## config.mk

```make
export PLATFORM = sky130hd
export DESIGN_NAME = matrix_row_column_statistics_unit
export DESIGN_NICKNAME = d
export VERILOG_FILES = /design/src/rtl/mrcs_pkg.sv /design/src/rtl/mrcs_ram.sv /design/src/rtl/mrcs_div.sv /design/src/rtl/matrix_row_column_statistics_unit.sv
export SDC_FILE = /design/constraint.sdc
export NUM_CORES = 1
export LEC_CHECK = 0
export BUFFER_PORTS_ARGS = -buffer_cell sky130_fd_sc_hd__buf_2
export CAP_MARGIN = 10
export CORE_MARGIN = 2
export CORE_UTILIZATION = 56
export CTS_CLUSTER_SIZE = 24
export DETAILED_ROUTE_END_ITERATION = 8
export PLACE_DENSITY = 0.72
export SLEW_MARGIN = 20
export SYNTH_ARGS = -nofsm -noshare
export SYNTH_HDL_FRONTEND = slang
export SYNTH_HIERARCHICAL = 1
export SYNTH_SLANG_ARGS = --single-unit
```

## constraint.sdc

```tcl
create_clock -name clk_i -period 10 [get_ports clk_i]
set_input_delay 0 -clock clk_i [delete_from_list [all_inputs] [get_ports clk_i]]
set_output_delay 0 -clock clk_i [all_outputs]
set_load 0.02 [all_outputs]
```

## src/rtl/mrcs_pkg.sv

```systemverilog
// shared constants of the matrix row/column statistics unit
`timescale 1ns / 1ps
`default_nettype none

package mrcs_pkg;

  // default sizes
  localparam int MAX_DIM_DEF      = 8;
  localparam int ELEMENT_BITS_DEF = 16;

  // fixed field widths
  localparam int CFG_W   = 4;
  localparam int CIDX_W  = 2;
  localparam int POS_W   = 6;
  localparam int VALUE_W = 19;

  // configuration register indexes
  localparam logic [CIDX_W-1:0] REG_ROW_COUNT = 2'd0;
  localparam logic [CIDX_W-1:0] REG_COL_COUNT = 2'd1;
  localparam logic [CIDX_W-1:0] REG_MODE      = 2'd2;

  // register reset values
  localparam logic [CFG_W-1:0] ROW_COUNT_RST = 4'd8;
  localparam logic [CFG_W-1:0] COL_COUNT_RST = 4'd8;

  // mode codes
  localparam logic [CFG_W-1:0] MODE_DIAG     = 4'd0;
  localparam logic [CFG_W-1:0] MODE_ANTIDIAG = 4'd1;
  localparam logic [CFG_W-1:0] MODE_ROW_SUM  = 4'd2;
  localparam logic [CFG_W-1:0] MODE_COL_SUM  = 4'd3;
  localparam logic [CFG_W-1:0] MODE_ROW_MAX  = 4'd4;
  localparam logic [CFG_W-1:0] MODE_COL_MAX  = 4'd5;
  localparam logic [CFG_W-1:0] MODE_ROW_MIN  = 4'd6;
  localparam logic [CFG_W-1:0] MODE_COL_MIN  = 4'd7;
  localparam logic [CFG_W-1:0] MODE_ROW_AVG  = 4'd8;
  localparam logic [CFG_W-1:0] MODE_COL_AVG  = 4'd9;
  localparam logic [CFG_W-1:0] MODE_UPPER    = 4'd10;
  localparam logic [CFG_W-1:0] MODE_LOWER    = 4'd11;

  localparam logic [CFG_W-1:0] MODE_RST = MODE_ROW_SUM;

  // input action codes
  localparam logic ACT_LOAD    = 1'b0;
  localparam logic ACT_COMPUTE = 1'b1;

endpackage

`default_nettype wire

```

## src/rtl/mrcs_ram.sv

```systemverilog
// generic one-write one-read ram with registered read data
`timescale 1ns / 1ps
`default_nettype none

module mrcs_ram #(
  parameter int WIDTH = mrcs_pkg::ELEMENT_BITS_DEF,
  parameter int DEPTH = mrcs_pkg::MAX_DIM_DEF * mrcs_pkg::MAX_DIM_DEF
) (
  input  wire logic                     clk_i,
  input  wire logic                     we_i,
  input  wire logic [$clog2(DEPTH)-1:0] waddr_i,
  input  wire logic [WIDTH-1:0]         wdata_i,
  input  wire logic [$clog2(DEPTH)-1:0] raddr_i,
  output logic      [WIDTH-1:0]         rdata_o
);

  logic [WIDTH-1:0] mem_q [DEPTH];

  always_ff @(posedge clk_i) begin
    if (we_i) begin
      mem_q[waddr_i] <= wdata_i;
    end
    rdata_o <= mem_q[raddr_i];
  end

endmodule

`default_nettype wire

```

## src/rtl/mrcs_div.sv

```systemverilog
// bit-serial signed by unsigned divider, quotient truncated toward zero
`timescale 1ns / 1ps
`default_nettype none

module mrcs_div #(
  parameter int AW = 20,
  parameter int DW = 4
) (
  input  wire logic                 clk_i,
  input  wire logic                 rst_ni,
  input  wire logic                 start_i,
  input  wire logic signed [AW-1:0] dividend_i,
  input  wire logic        [DW-1:0] divisor_i,
  output logic                      done_o,
  output logic signed      [AW-1:0] quotient_o
);

  localparam int CNT_W = $clog2(AW + 1);

  logic             busy_q;
  logic             done_q;
  logic [CNT_W-1:0] cnt_q;
  logic [AW-1:0]    mag_q;
  logic [DW-1:0]    rem_q;
  logic [DW-1:0]    dsr_q;
  logic             neg_q;
  logic [DW:0]      trial;
  logic             fits;

  assign trial = {rem_q, mag_q[AW-1]};
  assign fits  = (trial >= {1'b0, dsr_q});

  always_ff @(posedge clk_i or negedge rst_ni) begin
    if (!rst_ni) begin
      busy_q <= 1'b0;
      done_q <= 1'b0;
      cnt_q  <= '0;
    end else begin
      done_q <= busy_q && (cnt_q == CNT_W'(1));
      if (start_i) begin
        busy_q <= 1'b1;
        cnt_q  <= CNT_W'(AW);
      end else if (busy_q) begin
        cnt_q <= cnt_q - CNT_W'(1);
        if (cnt_q == CNT_W'(1)) begin
          busy_q <= 1'b0;
        end
      end
    end
  end

  always_ff @(posedge clk_i) begin
    if (start_i) begin
      mag_q <= dividend_i[AW-1] ? (~dividend_i + AW'(1)) : dividend_i;
      neg_q <= dividend_i[AW-1];
      dsr_q <= divisor_i;
      rem_q <= '0;
    end else if (busy_q) begin
      // one restoring step per cycle, quotient bits shift in from the bottom
      rem_q <= fits ? DW'(trial - {1'b0, dsr_q}) : DW'(trial);
      mag_q <= {mag_q[AW-2:0], fits};
    end
  end

  assign done_o     = done_q;
  assign quotient_o = neg_q ? signed'(~mag_q + AW'(1)) : signed'(mag_q);

endmodule

`default_nettype wire

```

## src/rtl/matrix_row_column_statistics_unit.sv

```systemverilog
// top level of the matrix row/column statistics unit
//
// channel  direction  handshake              payload
// in       sink       in_valid_i/in_stall_o   action_i, element_i
// out      source     out_valid_o/out_stall_i position_o, result_value_o, not_square_o, last_o
// cfg      sink       cfg_valid_i/cfg_ready_o cfg_index_i, cfg_data_i
//
// a load writes the element to the matrix ram at once; a compute walks the ram one
// read at a time (read, then use): a masked element is read, used and emitted; a
// row or column sum/max/min reads each element in turn, then emits; an average adds
// a divide step; input is stalled until the last result sits in the output register;
// output stalls hold the walk in its emit step; the ram is not cleared at reset

`timescale 1ns / 1ps
`default_nettype none

module matrix_row_column_statistics_unit #(
  parameter int MAX_DIM      = mrcs_pkg::MAX_DIM_DEF,
  parameter int ELEMENT_BITS = mrcs_pkg::ELEMENT_BITS_DEF
) (
  input  wire logic                                clk_i,
  input  wire logic                                rst_ni,
  input  wire logic                                in_valid_i,
  output logic                                     in_stall_o,
  input  wire logic                                action_i,
  input  wire logic signed [ELEMENT_BITS-1:0]      element_i,
  output logic                                     out_valid_o,
  input  wire logic                                out_stall_i,
  output logic        [mrcs_pkg::POS_W-1:0]        position_o,
  output logic signed [mrcs_pkg::VALUE_W-1:0]      result_value_o,
  output logic                                     not_square_o,
  output logic                                     last_o,
  input  wire logic                                cfg_valid_i,
  output logic                                     cfg_ready_o,
  input  wire logic   [mrcs_pkg::CIDX_W-1:0]       cfg_index_i,
  input  wire logic   [mrcs_pkg::CFG_W-1:0]        cfg_data_i
);

  localparam int DEPTH   = MAX_DIM * MAX_DIM;
  localparam int ADDR_W  = $clog2(DEPTH);
  localparam int DIM_W   = $clog2(MAX_DIM + 1);
  localparam int IDX_W   = $clog2(MAX_DIM);
  localparam int ACC_W   = ELEMENT_BITS + IDX_W + 1;
  localparam int PROD_W  = IDX_W + DIM_W + 1;
  localparam int TOT_W   = 2 * DIM_W;
  localparam int VW      = mrcs_pkg::VALUE_W;
  localparam int EXT_W   = (ACC_W > VW) ? ACC_W : VW;
  localparam int CFG_W   = mrcs_pkg::CFG_W;

  localparam logic signed [EXT_W-1:0] VMAX =
    {{(EXT_W - VW + 1){1'b0}}, {(VW - 1){1'b1}}};
  localparam logic signed [EXT_W-1:0] VMIN =
    {{(EXT_W - VW + 1){1'b1}}, {(VW - 1){1'b0}}};

  localparam logic [2:0] ST_IDLE = 3'd0;
  localparam logic [2:0] ST_READ = 3'd1;
  localparam logic [2:0] ST_ACC  = 3'd2;
  localparam logic [2:0] ST_DIV  = 3'd3;
  localparam logic [2:0] ST_EMIT = 3'd4;

  // configuration registers
  logic [CFG_W-1:0] row_q, col_q, mode_q;

  always_ff @(posedge clk_i or negedge rst_ni) begin
    if (!rst_ni) begin
      row_q  <= mrcs_pkg::ROW_COUNT_RST;
      col_q  <= mrcs_pkg::COL_COUNT_RST;
      mode_q <= mrcs_pkg::MODE_RST;
    end else if (cfg_valid_i && cfg_ready_o) begin
      unique case (cfg_index_i)
        mrcs_pkg::REG_ROW_COUNT: row_q  <= cfg_data_i;
        mrcs_pkg::REG_COL_COUNT: col_q  <= cfg_data_i;
        mrcs_pkg::REG_MODE:      mode_q <= cfg_data_i;
        default: ;
      endcase
    end
  end

  assign cfg_ready_o = 1'b1;

  // clamped dimensions
  logic [DIM_W-1:0] rows, cols;

  always_comb begin
    if (row_q == '0) begin
      rows = DIM_W'(1);
    end else if (32'(row_q) > MAX_DIM) begin
      rows = DIM_W'(MAX_DIM);
    end else begin
      rows = DIM_W'(row_q);
    end
    if (col_q == '0) begin
      cols = DIM_W'(1);
    end else if (32'(col_q) > MAX_DIM) begin
      cols = DIM_W'(MAX_DIM);
    end else begin
      cols = DIM_W'(col_q);
    end
  end

  // mode decode
  logic mode_red, mode_mask, mode_diag, by_col;
  logic is_max, is_min, is_avg;

  assign mode_red  = (mode_q >= mrcs_pkg::MODE_ROW_SUM) && (mode_q <= mrcs_pkg::MODE_COL_AVG);
  assign mode_diag = (mode_q == mrcs_pkg::MODE_DIAG) || (mode_q == mrcs_pkg::MODE_ANTIDIAG);
  assign mode_mask = mode_diag || (mode_q == mrcs_pkg::MODE_UPPER)
                     || (mode_q == mrcs_pkg::MODE_LOWER);
  assign by_col    = mode_red && mode_q[0];
  assign is_max    = (mode_q == mrcs_pkg::MODE_ROW_MAX) || (mode_q == mrcs_pkg::MODE_COL_MAX);
  assign is_min    = (mode_q == mrcs_pkg::MODE_ROW_MIN) || (mode_q == mrcs_pkg::MODE_COL_MIN);
  assign is_avg    = (mode_q == mrcs_pkg::MODE_ROW_AVG) || (mode_q == mrcs_pkg::MODE_COL_AVG);

  // walk state
  logic [2:0]              state_q, state_d;
  logic [IDX_W-1:0]        i_q, i_d, j_q, j_d;
  logic signed [ACC_W-1:0] acc_q, acc_d;
  logic                    ns_q, ns_d;
  logic [ADDR_W-1:0]       lp_q, lp_d;

  logic [DIM_W-1:0]  outer, inner;
  logic [IDX_W-1:0]  r_idx, c_idx;
  logic              i_last, j_last;
  logic [PROD_W-1:0] elem_idx;

  assign outer  = by_col ? cols : rows;
  assign inner  = by_col ? rows : cols;
  assign r_idx  = by_col ? j_q : i_q;
  assign c_idx  = by_col ? i_q : j_q;
  assign i_last = (DIM_W'(i_q) + DIM_W'(1)) == outer;
  assign j_last = (DIM_W'(j_q) + DIM_W'(1)) == inner;
  assign elem_idx = PROD_W'(r_idx) * PROD_W'(cols) + PROD_W'(c_idx);

  // load pointer and ram write side
  logic              in_acc, do_load, do_comp;
  logic [TOT_W-1:0]  total, wr_next;
  logic [ADDR_W-1:0] wr_addr;

  assign in_stall_o = (state_q != ST_IDLE);
  assign in_acc     = in_valid_i && !in_stall_o;
  assign do_load    = in_acc && (action_i == mrcs_pkg::ACT_LOAD);
  assign do_comp    = in_acc && (action_i == mrcs_pkg::ACT_COMPUTE);

  assign total   = TOT_W'(rows) * TOT_W'(cols);
  assign wr_addr = (TOT_W'(lp_q) >= total) ? '0 : lp_q;
  assign wr_next = TOT_W'(wr_addr) + TOT_W'(1);

  always_comb begin
    lp_d = lp_q;
    if (do_load) begin
      lp_d = (wr_next >= total) ? '0 : wr_next[ADDR_W-1:0];
    end
  end

  logic [ELEMENT_BITS-1:0] rd_data;

  mrcs_ram #(
    .WIDTH (ELEMENT_BITS),
    .DEPTH (DEPTH)
  ) u_ram (
    .clk_i   (clk_i),
    .we_i    (do_load),
    .waddr_i (wr_addr),
    .wdata_i (element_i),
    .raddr_i (elem_idx[ADDR_W-1:0]),
    .rdata_o (rd_data)
  );

  // average divider
  logic                    div_start, div_done;
  logic signed [ACC_W-1:0] div_quot;

  mrcs_div #(
    .AW (ACC_W),
    .DW (DIM_W)
  ) u_div (
    .clk_i      (clk_i),
    .rst_ni     (rst_ni),
    .start_i    (div_start),
    .dividend_i (acc_d),
    .divisor_i  (inner),
    .done_o     (div_done),
    .quotient_o (div_quot)
  );

  // walk control
  logic signed [ACC_W-1:0] elem_v;
  logic                    keep;
  logic                    out_free;
  logic                    res_last;
  logic [DIM_W:0]          anti_sum;

  assign elem_v   = ACC_W'($signed(rd_data));
  assign anti_sum = (DIM_W + 1)'(i_q) + (DIM_W + 1)'(j_q) + (DIM_W + 1)'(1);
  assign out_free = !out_valid_o || !out_stall_i;
  assign res_last = ns_q || (i_last && (mode_red || j_last));

  always_comb begin
    unique case (mode_q)
      mrcs_pkg::MODE_DIAG:     keep = (i_q == j_q);
      mrcs_pkg::MODE_ANTIDIAG: keep = (anti_sum == (DIM_W + 1)'(cols));
      mrcs_pkg::MODE_UPPER:    keep = (i_q < j_q);
      mrcs_pkg::MODE_LOWER:    keep = (i_q > j_q);
      default:                 keep = 1'b0;
    endcase
  end

  always_comb begin
    state_d   = state_q;
    i_d       = i_q;
    j_d       = j_q;
    acc_d     = acc_q;
    ns_d      = ns_q;
    div_start = 1'b0;
    unique case (state_q)
      ST_IDLE: begin
        if (do_comp) begin
          i_d  = '0;
          j_d  = '0;
          ns_d = 1'b0;
          if (mode_diag && (rows != cols)) begin
            acc_d   = '0;
            ns_d    = 1'b1;
            state_d = ST_EMIT;
          end else if (mode_red || mode_mask) begin
            state_d = ST_READ;
          end
        end
      end
      ST_READ: begin
        state_d = ST_ACC;
      end
      ST_ACC: begin
        if (mode_mask) begin
          acc_d   = keep ? elem_v : '0;
          state_d = ST_EMIT;
        end else begin
          // the first element seeds every reduction
          if (j_q == '0) begin
            acc_d = elem_v;
          end else if (is_max) begin
            acc_d = (elem_v > acc_q) ? elem_v : acc_q;
          end else if (is_min) begin
            acc_d = (elem_v < acc_q) ? elem_v : acc_q;
          end else begin
            acc_d = acc_q + elem_v;
          end
          if (!j_last) begin
            j_d     = j_q + IDX_W'(1);
            state_d = ST_READ;
          end else if (is_avg) begin
            div_start = 1'b1;
            state_d   = ST_DIV;
          end else begin
            state_d = ST_EMIT;
          end
        end
      end
      ST_DIV: begin
        if (div_done) begin
          acc_d   = div_quot;
          state_d = ST_EMIT;
        end
      end
      ST_EMIT: begin
        if (out_free) begin
          if (res_last) begin
            state_d = ST_IDLE;
          end else if (mode_mask && !j_last) begin
            j_d     = j_q + IDX_W'(1);
            state_d = ST_READ;
          end else begin
            i_d     = i_q + IDX_W'(1);
            j_d     = '0;
            state_d = ST_READ;
          end
        end
      end
      default: begin
        state_d = ST_IDLE;
      end
    endcase
  end

  always_ff @(posedge clk_i or negedge rst_ni) begin
    if (!rst_ni) begin
      state_q <= ST_IDLE;
      lp_q    <= '0;
      i_q     <= '0;
      j_q     <= '0;
      ns_q    <= 1'b0;
    end else begin
      state_q <= state_d;
      lp_q    <= lp_d;
      i_q     <= i_d;
      j_q     <= j_d;
      ns_q    <= ns_d;
    end
  end

  always_ff @(posedge clk_i) begin
    acc_q <= acc_d;
  end

  // output register
  logic                    load_out;
  logic signed [EXT_W-1:0] acc_ext;
  logic signed [VW-1:0]    sat_v;
  logic                    out_valid_q;
  logic [mrcs_pkg::POS_W-1:0] pos_q;
  logic signed [VW-1:0]    val_q;
  logic                    ns_out_q, last_q;

  assign load_out = (state_q == ST_EMIT) && out_free;
  assign acc_ext  = EXT_W'(acc_q);

  always_comb begin
    if (acc_ext > VMAX) begin
      sat_v = VW'(VMAX);
    end else if (acc_ext < VMIN) begin
      sat_v = VW'(VMIN);
    end else begin
      sat_v = VW'(acc_ext);
    end
  end

  always_ff @(posedge clk_i or negedge rst_ni) begin
    if (!rst_ni) begin
      out_valid_q <= 1'b0;
    end else if (load_out) begin
      out_valid_q <= 1'b1;
    end else if (!out_stall_i) begin
      out_valid_q <= 1'b0;
    end
  end

  always_ff @(posedge clk_i) begin
    if (load_out) begin
      pos_q    <= ns_q ? '0 : (mode_mask ? mrcs_pkg::POS_W'(elem_idx)
                                         : mrcs_pkg::POS_W'(i_q));
      val_q    <= sat_v;
      ns_out_q <= ns_q;
      last_q   <= res_last;
    end
  end

  assign out_valid_o    = out_valid_q;
  assign position_o     = pos_q;
  assign result_value_o = val_q;
  assign not_square_o   = ns_out_q;
  assign last_o         = last_q;

  // checks
  a_acc_after_read: assert property (@(posedge clk_i) disable iff (!rst_ni)
    state_q == ST_ACC |-> $past(state_q) == ST_READ)
    else $error("ram data used without a preceding read");

  a_div_done_in_div: assert property (@(posedge clk_i) disable iff (!rst_ni)
    div_done |-> state_q == ST_DIV)
    else $error("divider finished outside the divide step");

  a_not_square_last: assert property (@(posedge clk_i) disable iff (!rst_ni)
    out_valid_o && not_square_o |-> last_o)
    else $error("not-square result is not the final one");

  a_compute_starts: assert property (@(posedge clk_i) disable iff (!rst_ni)
    do_comp && (mode_red || mode_mask) |=> state_q != ST_IDLE)
    else $error("compute transfer did not start a walk");

  a_load_stays_idle: assert property (@(posedge clk_i) disable iff (!rst_ni)
    do_load |=> state_q == ST_IDLE && out_valid_o == $past(out_valid_o || 1'b0)
      || $past(out_valid_o && !out_stall_i))
    else $error("load transfer disturbed the walk or the output");

endmodule

`default_nettype wire

```

==> Yosys cells after proc, flatten, opt, wreduce, memory -nomap -nowiden <==
Memory sizes are Yosys's and may differ from the RTL's. A register that Yosys moved wholly into a read port is not among the register bits.
Index checks and enable logic that the tools add are counted.
{ "word_totals": {"regBits": 112, "ram_bits": 1024, "in_bits": 28, "out_inout_bits": 30, "wordCells": 191, "memories": 1} }
{ "classes": {"addsub": 13, "multipliers": 2, "magnitude_cmp": 13, "eq_ne": 30, "mux": 64, "n_bitwise": 4, "reduce_logical": 42} }
{ "memory_table": {"columns": ["memory", "depth", "word_bits", "read_ports", "rd_clocked_by_memory_dff", "write_ports", "line_no", "text"], "rows": [
  ["u_ram.mem_q", 64, 16, 1, 1, 1, "mrcs_ram.sv:17", "logic [WIDTH-1:0] mem_q [DEPTH];"]
]} }
{ "ops": {"columns": ["op", "count"], "rows": [
  ["two-way mux 20 bit", 14],
  ["two-way mux 3 bit", 20],
  ["one-hot mux 20 bit (3 select lines)", 1],
  ["NOT 20 bit", 2],
  ["two-way mux 4 bit", 7],
  ["adder 20 x 1 -> 20 bit, second input constant", 1],
  ["adder 20 x 16 -> 20 bit", 1],
  ["adder 20 x 2 -> 20 bit, second input constant", 1],
  ["greater-than comparator 16 x 20 -> 1 bit", 1],
  ["greater-than comparator 20 x 19 -> 1 bit, second input constant", 1],
  ["less-than comparator 16 x 20 -> 1 bit", 1],
  ["less-than comparator 20 x 19 -> 1 bit, second input constant", 1],
  ["two-way mux 19 bit", 1],
  ["== test 4 x 3 -> 1 bit, second input constant", 4],
  ["== test 4 bit, second input constant", 4],
  ["one-hot mux 3 bit (5 select lines)", 1],
  ["two-way mux 1 bit", 13],
  ["zero test 4 bit", 3],
  ["two-way mux 6 bit", 2],
  ["!= test 2 bit, second input constant", 6],
  ["logical AND 1 bit", 10],
  ["logical OR 1 bit", 10],
  ["two-way mux 5 bit", 2],
  ["one-hot mux 3 bit (3 select lines)", 1],
  ["other kinds (44)", 60]
]} }

==> Logic depth before layout (Yosys ltp) <==
{ "depth": {"ltp_word": 12, "depth_mapped": 26, "depth_no_buf": 26} }

==> Hierarchy <==
Netlist, hierarchy kept.
{ "by_module_without_submodules": {"columns": ["module", "instances", "cells_each", "area_per_inst_um2", "seq_area_each_um2"], "rows": [
  ["mrcs_ram", 1, 1829, 40042.2, 31069.8],
  ["matrix_row_column_statistics_unit", 1, 941, 7867.5, 1940.6],
  ["mrcs_div", 1, 277, 2571.2, 1006.0]
]} }

==> Least setup slack after synthesis <==
OpenSTA, ideal clock, no wires.
{ "synth_path": {"path_type": "register to register", "start": "reg col_q[3]", "end": "reg lp_q[1]", "setup_time_ns": 0.066, "arrival_time_ns": 5.924, "required_time_ns": 9.934, "slack_ns": 4.010, "stages_incl_launch_ff": 25, "n_path_buf": 1, "synth_period_minus_slack_ns": 5.990, "path_cell_list": "dfstp_2 -> clkbuf_1 -> nand2_1 -> fa_1 -> inv_1 -> fa_1 -> inv_1 -> fa_1 -> xor2_1 -> ha_1 -> a21o_1 -> a21oi_1 -> nor3b_1 -> nor2_1 -> ha_1 -> ha_1 -> a21o_1 -> a21o_1 -> a21o_1 -> a21o_1 -> a21o_1 -> a21oi_1 -> nor2_1 -> nor2_1 -> a22o_1"} }
{ "synth_between": {"elab_chain_len": 9, "elab_cells_between_ends": 10, "cone_classes": "add/sub: 1; mul: 1; order compare: 3; mux: 4; reduce/logical: 1"} }
{ "synth_rtl": {"columns": ["item", "line_no", "text"], "rows": [
  ["from (decl)", "matrix_row_column_statistics_unit.sv:62", "logic [CFG_W-1:0] row_q, col_q, mode_q;"],
  ["from (signal assigned)", "matrix_row_column_statistics_unit.sv:67", "col_q <= mrcs_pkg::COL_COUNT_RST;"],
  ["from (signal assigned)", "matrix_row_column_statistics_unit.sv:72", "mrcs_pkg::REG_COL_COUNT: col_q <= cfg_data_i;"],
  ["greater-than comparator 4 bit", "matrix_row_column_statistics_unit.sv:94", "end else if (32'(col_q) > MAX_DIM) begin"],
  ["two-way mux 4 bit", "matrix_row_column_statistics_unit.sv:94", null],
  ["two-way mux 4 bit (*)", "matrix_row_column_statistics_unit.sv:92", "if (col_q == '0) begin"],
  ["multiplier 4 x 4 -> 8 bit (*)", "matrix_row_column_statistics_unit.sv:144", "assign total = TOT_W'(rows) * TOT_W'(cols);"],
  [">= comparator 6 x 8 -> 1 bit (*)", "matrix_row_column_statistics_unit.sv:145", "assign wr_addr = (TOT_W'(lp_q) >= total) ? '0 : lp_q;"],
  ["two-way mux 6 bit (*)", "matrix_row_column_statistics_unit.sv:145", null],
  ["net wr_addr[0]", "matrix_row_column_statistics_unit.sv:137", "logic [ADDR_W-1:0] wr_addr;"],
  ["adder 6 x 1 -> 7 bit (*)", "matrix_row_column_statistics_unit.sv:146", "assign wr_next = TOT_W'(wr_addr) + TOT_W'(1);"],
  [">= comparator 7 x 8 -> 1 bit", "matrix_row_column_statistics_unit.sv:151", "lp_d = (wr_next >= total) ? '0 : wr_next[ADDR_W-1:0];"],
  ["two-way mux 6 bit (*)", "matrix_row_column_statistics_unit.sv:151", null],
  ["to (signal assigned)", "matrix_row_column_statistics_unit.sv:294", "lp_q <= lp_d;"],
  ["to (decl)", "matrix_row_column_statistics_unit.sv:119", "logic [ADDR_W-1:0] lp_q, lp_d;"]
]} }
Mark *: on every way through the listed nets, which the timed path passes. The rest lies on a longest branch.
A chain may end at the register's enable or synchronous reset.

==> Worst setup path after layout <==
{ "layout_path": {"start": "reg col_q[3]", "end": "reg lp_q[5]"} }
The elaborated chain is that of the path after synthesis.

==> results.md <==
* Drt wl/cell at roughly 29 µm
* GRT overflow at 0
* Register clock-pin slew on the reported worst setup and hold paths at approximately 0.06 ns
* Yosys warns at 6
* Final setup fails at 0
* Post-layout nets at around 3300
* Detailed Route Iter0 Violations at around 3700
* Dpl cell area at ~0.052 mm²
* Worst skew pair latency at a little over 0.7 ns
* CTS tree: done
* Setup_tns at 0 ns
* Fill count at approximately 6300
* Status: finished clean
* Hold Vio Cnt, Final at 0
* Rel. slew slack at 0.2701
* Vias/cell at ~6.5
* Hpwl dp at approximately 80 mm
* DRT Pass-1 Iters at 6
* Post-Place Setup Slack at between 3 and 4 ns
* Total GRT Usage at 0.2783
* Core area at between 0.08 and 0.09 mm²
* Maximum clock rate at about 0.14 GHz
* Pleak at 18.28 nW
* Worst hold-check path type: in2reg
* Async set-reset flop share out of synthesis at 0.03125
* Largest net degree at the start of global routing at roughly 120
* Clk_skew at roughly 0.047 ns
* PD cells at ~270 mW/mm²
* H-tree levels at 3
* Worst-margin pin slew at 1.093 ns
* Die Height at ~300 µm
* CTS Buf Count at ~110
* Number of flops mapped to enable cells by yosys at between 1000 and 1500
* Max-Cap Viols at 0
* Gp weighted congestion at between 0.9 and 1
* Non-Filler Instances at approximately 4400
* Post-Syn Area at slightly above 0.05 mm²
* DRT Wirelength at around 130 mm
* Main synth FF type: edfxtp_1
* Via count at between 20000 and 30000
* Clock tree root buffer cell: clkbuf_16
* P&R area growth vs syn at 10.75%
* Pins over their slew limit at 0
* WHS at 0.01047 ns
* Worst EP required at about 11 ns
* Initial Utilization at 0.5625
* CP startpoint kind: flip-flop
* Port buffer count at 56
* Clk sink count at ~1200
* Vias in the first global route at between 20000 and 30000
* Min setup slack post-route at about 3.1 ns
* Synthesized flop and latch total at about 1200
* # rows at 110
* Antenna Violating Nets Remaining at 0
* Ratio of cells with drive above 1 in the final layout at 0.1964
* Setup CP Type: reg2reg
* Finished Cell Area at 0.05591 mm²
* Final Cycle Share at 0.6916
* Unrepaired setup endpoints after global routing: false
* Max VDD drop at around 200 µV
* Final Critical Period at just under 7 ns
* Syn Nets at approximately 3200
* Synth cell types at 101
* Avg Cell Area, Syn at 16.57 µm²
* Count of boundary I/O pins at just under 60
* Placed insts at approximately 4200
* Crit path capture type: flip-flop
* Initial antenna violation count at 2
* Worst EP arrival at approximately 7.5 ns
* Die X at 304.2 µm
* Cells after Synth at 3047
* Critical path peak fanout at 14
* DRC viols at 0
* Sequential fraction of the synthesis area at 0.6738
* Max Root-Sink Buffers at 3
* Global-route wire length before repair at roughly 190 mm
* Die ar. at 0.09256 mm²
==> cell usage after synthesis (15+ instances only) <==
| library cell | instances | share of area |
|---|---|---|
| a211o_1 | 15 | 0.0026 |
| buf_4 | 15 | 0.0022 |
| ha_1 | 96 | 0.024 |
| nand4_1 | 25 | 0.0031 |
| a221oi_1 | 25 | 0.0043 |
| nand2b_1 | 20 | 0.0025 |
| nor2_1 | 164 | 0.012 |
| nand2_1 | 156 | 0.012 |
| a21o_1 | 24 | 0.0036 |
| nand3_1 | 56 | 0.0056 |
| maj3_1 | 18 | 0.0036 |
| buf_6 | 19 | 0.0042 |
| a22oi_1 | 45 | 0.0067 |
| dfrtp_1 | 33 | 0.016 |
| a21oi_1 | 114 | 0.011 |
| mux2_2 | 41 | 0.0091 |
| xnor2_1 | 51 | 0.0088 |
| nor3_1 | 29 | 0.0029 |
| xor2_1 | 23 | 0.0040 |
| mux4_2 | 220 | 0.098 |
| clkbuf_1 | 66 | 0.0049 |
| o21ai_0 | 58 | 0.0058 |
| inv_1 | 92 | 0.0068 |
| nor2b_1 | 51 | 0.0063 |
| dfxtp_1 | 40 | 0.016 |
| buf_2 | 45 | 0.0045 |
| edfxtp_1 | 1076 | 0.64 |
| a31oi_1 | 20 | 0.0025 |
| mux2i_1 | 104 | 0.021 |
==> power breakdown <==
group / switching (W) / total [W] / internal, W / leakage, nW
Sequential: 0.000321 / 0.00583 / 0.00551 / 10.5
Clock: 0.00181 / 0.00415 / 0.00234 / 1.74
Combinational: 0.00313 / 0.00521 / 0.00208 / 6.08
Total: 0.00526 / 0.0152 / 0.00993 / 18.3
==> cell type report <==
| type | count | area [µm²] | share of cell area |
|---|---|---|---|
| antenna | 1 | 2.502 | 0.00004476 |
| clock buffer | 149 | 2950 | 0.05277 |
| clock inverter | 60 | 638.1 | 0.01141 |
| inverter | 93 | 349.1 | 0.006244 |
| multi-input combinational | 1636 | 15230 | 0.2723 |
| sequential | 1152 | 34020 | 0.6084 |
| tap | 1176 | 1471 | 0.02632 |
| timing repair buffer | 173 | 1254 | 0.02242 |
==> through the flow <==
step	power [W]	utilization
2_1_floorplan	0.009673	-
3_3_place_gp	0.01097	0.5810
3_5_place_dp	0.01106	0.5810
4_1_cts	0.01520	0.6230
5_1_grt	0.01586	0.6230
6_report	0.01519	0.6230
==> repair_timing <==
item / in CTS / in global routing
gates resized for setup: 0 / 0
hold buffers: 18 / 0
endpoints found under the hold margin: 62 / 0
setup buffers: 0 / 0
==> cell families after synthesis <==
kind of cell             count (synthesis)  share of synthesized area
AO/OA/AOI/OAI                          469                    0.06496
XOR/XNOR                                74                    0.01284
adder cells (fa/ha/maj)                125                    0.03173
buffers and inverters                  259                    0.02674
flip-flops                            1152                     0.6738
multiplexers                           371                     0.1306
other                                    1                 0.00007429
AND/OR/NAND/NOR                        596                    0.05921
==> cell usage in the layout, fill, tap and decap left out, types with 14 or more instances in the layout <==
master	Yosys	routed
nor2_1	164	149
o21ai_1	14	14
mux2_2	41	41
a221oi_1	25	25
maj3_1	18	18
buf_4	15	95
mux4_2	220	220
nor2_2	2	17
ha_1	96	94
xnor2_1	51	50
clkinv_2	0	15
a22oi_1	45	45
a31oi_1	20	20
nand2_1	156	156
nand4_1	25	25
buf_2	45	56
a211o_1	15	15
o21ai_0	58	58
nor3_1	29	26
nand3_1	56	56
a21oi_1	114	114
nand2b_1	20	20
a21o_1	24	24
nor2b_1	51	51
mux2i_1	104	104
edfxtp_1	1076	1076
dfxtp_1	40	40
clkbuf_16	0	111
or3_1	14	14
inv_1	92	91
clkinv_1	0	22
o211ai_1	14	14
dlygate4sd3_1	0	18
clkbuf_1	66	35
dfrtp_1	33	33
xor2_1	23	22
o31ai_1	14	14
==> worst max-delay path, stage by stage (launching register included) <==
cell	delay [ns]
dfstp_2	0.68
nand2b_1	0.33
inv_1	0.19
nand2_1	0.12
fa_1	0.43
inv_1	0.09
fa_1	0.42
ha_1	0.30
a21o_1	0.15
a21oi_1	0.23
xnor2_1	0.14
ha_1	0.29
a21oi_1	0.06
nor3b_1	0.76
nor2b_1	0.39
ha_1	0.42
ha_1	0.31
a21o_1	0.16
a21o_1	0.18
a21o_1	0.17
a21o_1	0.17
a21o_1	0.17
a21oi_1	0.18
nor2_1	0.06
nor2_1	0.26
a22o_1	0.19
==> layer usage <==
layer / vias up / track usage / wire [µm]
met5: - / 0 / 0
met4: 0 / 0.1124 / 5224
met3: 249 / 0.04067 / 10060
met2: 1457 / 0.4629 / 63130
met1: 14690 / 0.3730 / 49310
li1: 12350 / - / -
==> worst paths after layout <==
kind / start / to / slack [ns] / depth (start not counted)
min in group asynchronous: rst_ni / row_q[1]$_DFFE_PN0P_ / 0.45 / 3
max in group asynchronous: rst_ni / state_q[2]$_DFFE_PN0P_ / 8.02 / 4
worst min register to register: u_div/rem_q[3]$_SDFFE_PP0P_ / u_div/rem_q[3]$_SDFFE_PP0P_ / 0.48 / 2
worst max register to register: col_q[3]$_DFFE_PN1P_ / lp_q[5]$_DFFE_PN0P_ / 3.08 / 25
worst max-delay path: col_q[3]$_DFFE_PN1P_ / lp_q[5]$_DFFE_PN0P_ / 3.08 / 25
worst min-delay path: element_i[14] / u_ram/mem_q[27][14]$_DFFE_PP_ / 0.01 / 2
==> flip-flops by register name, indices dropped and copies added (netlist names), 3 cells and up <==
signal	count
acc_ext	20
col_q	4
i_q	3
j_q	3
lp_q	6
mode_q	4
position_o	6
result_value_o	19
row_q	4
state_q	3
u_div/cnt_q	5
u_div/dsr_q	4
u_div/mag_q	20
u_div/rem_q	4
u_ram/mem_q	1024
u_ram/rdata_o	16
(Power assumes the default switching activity.)
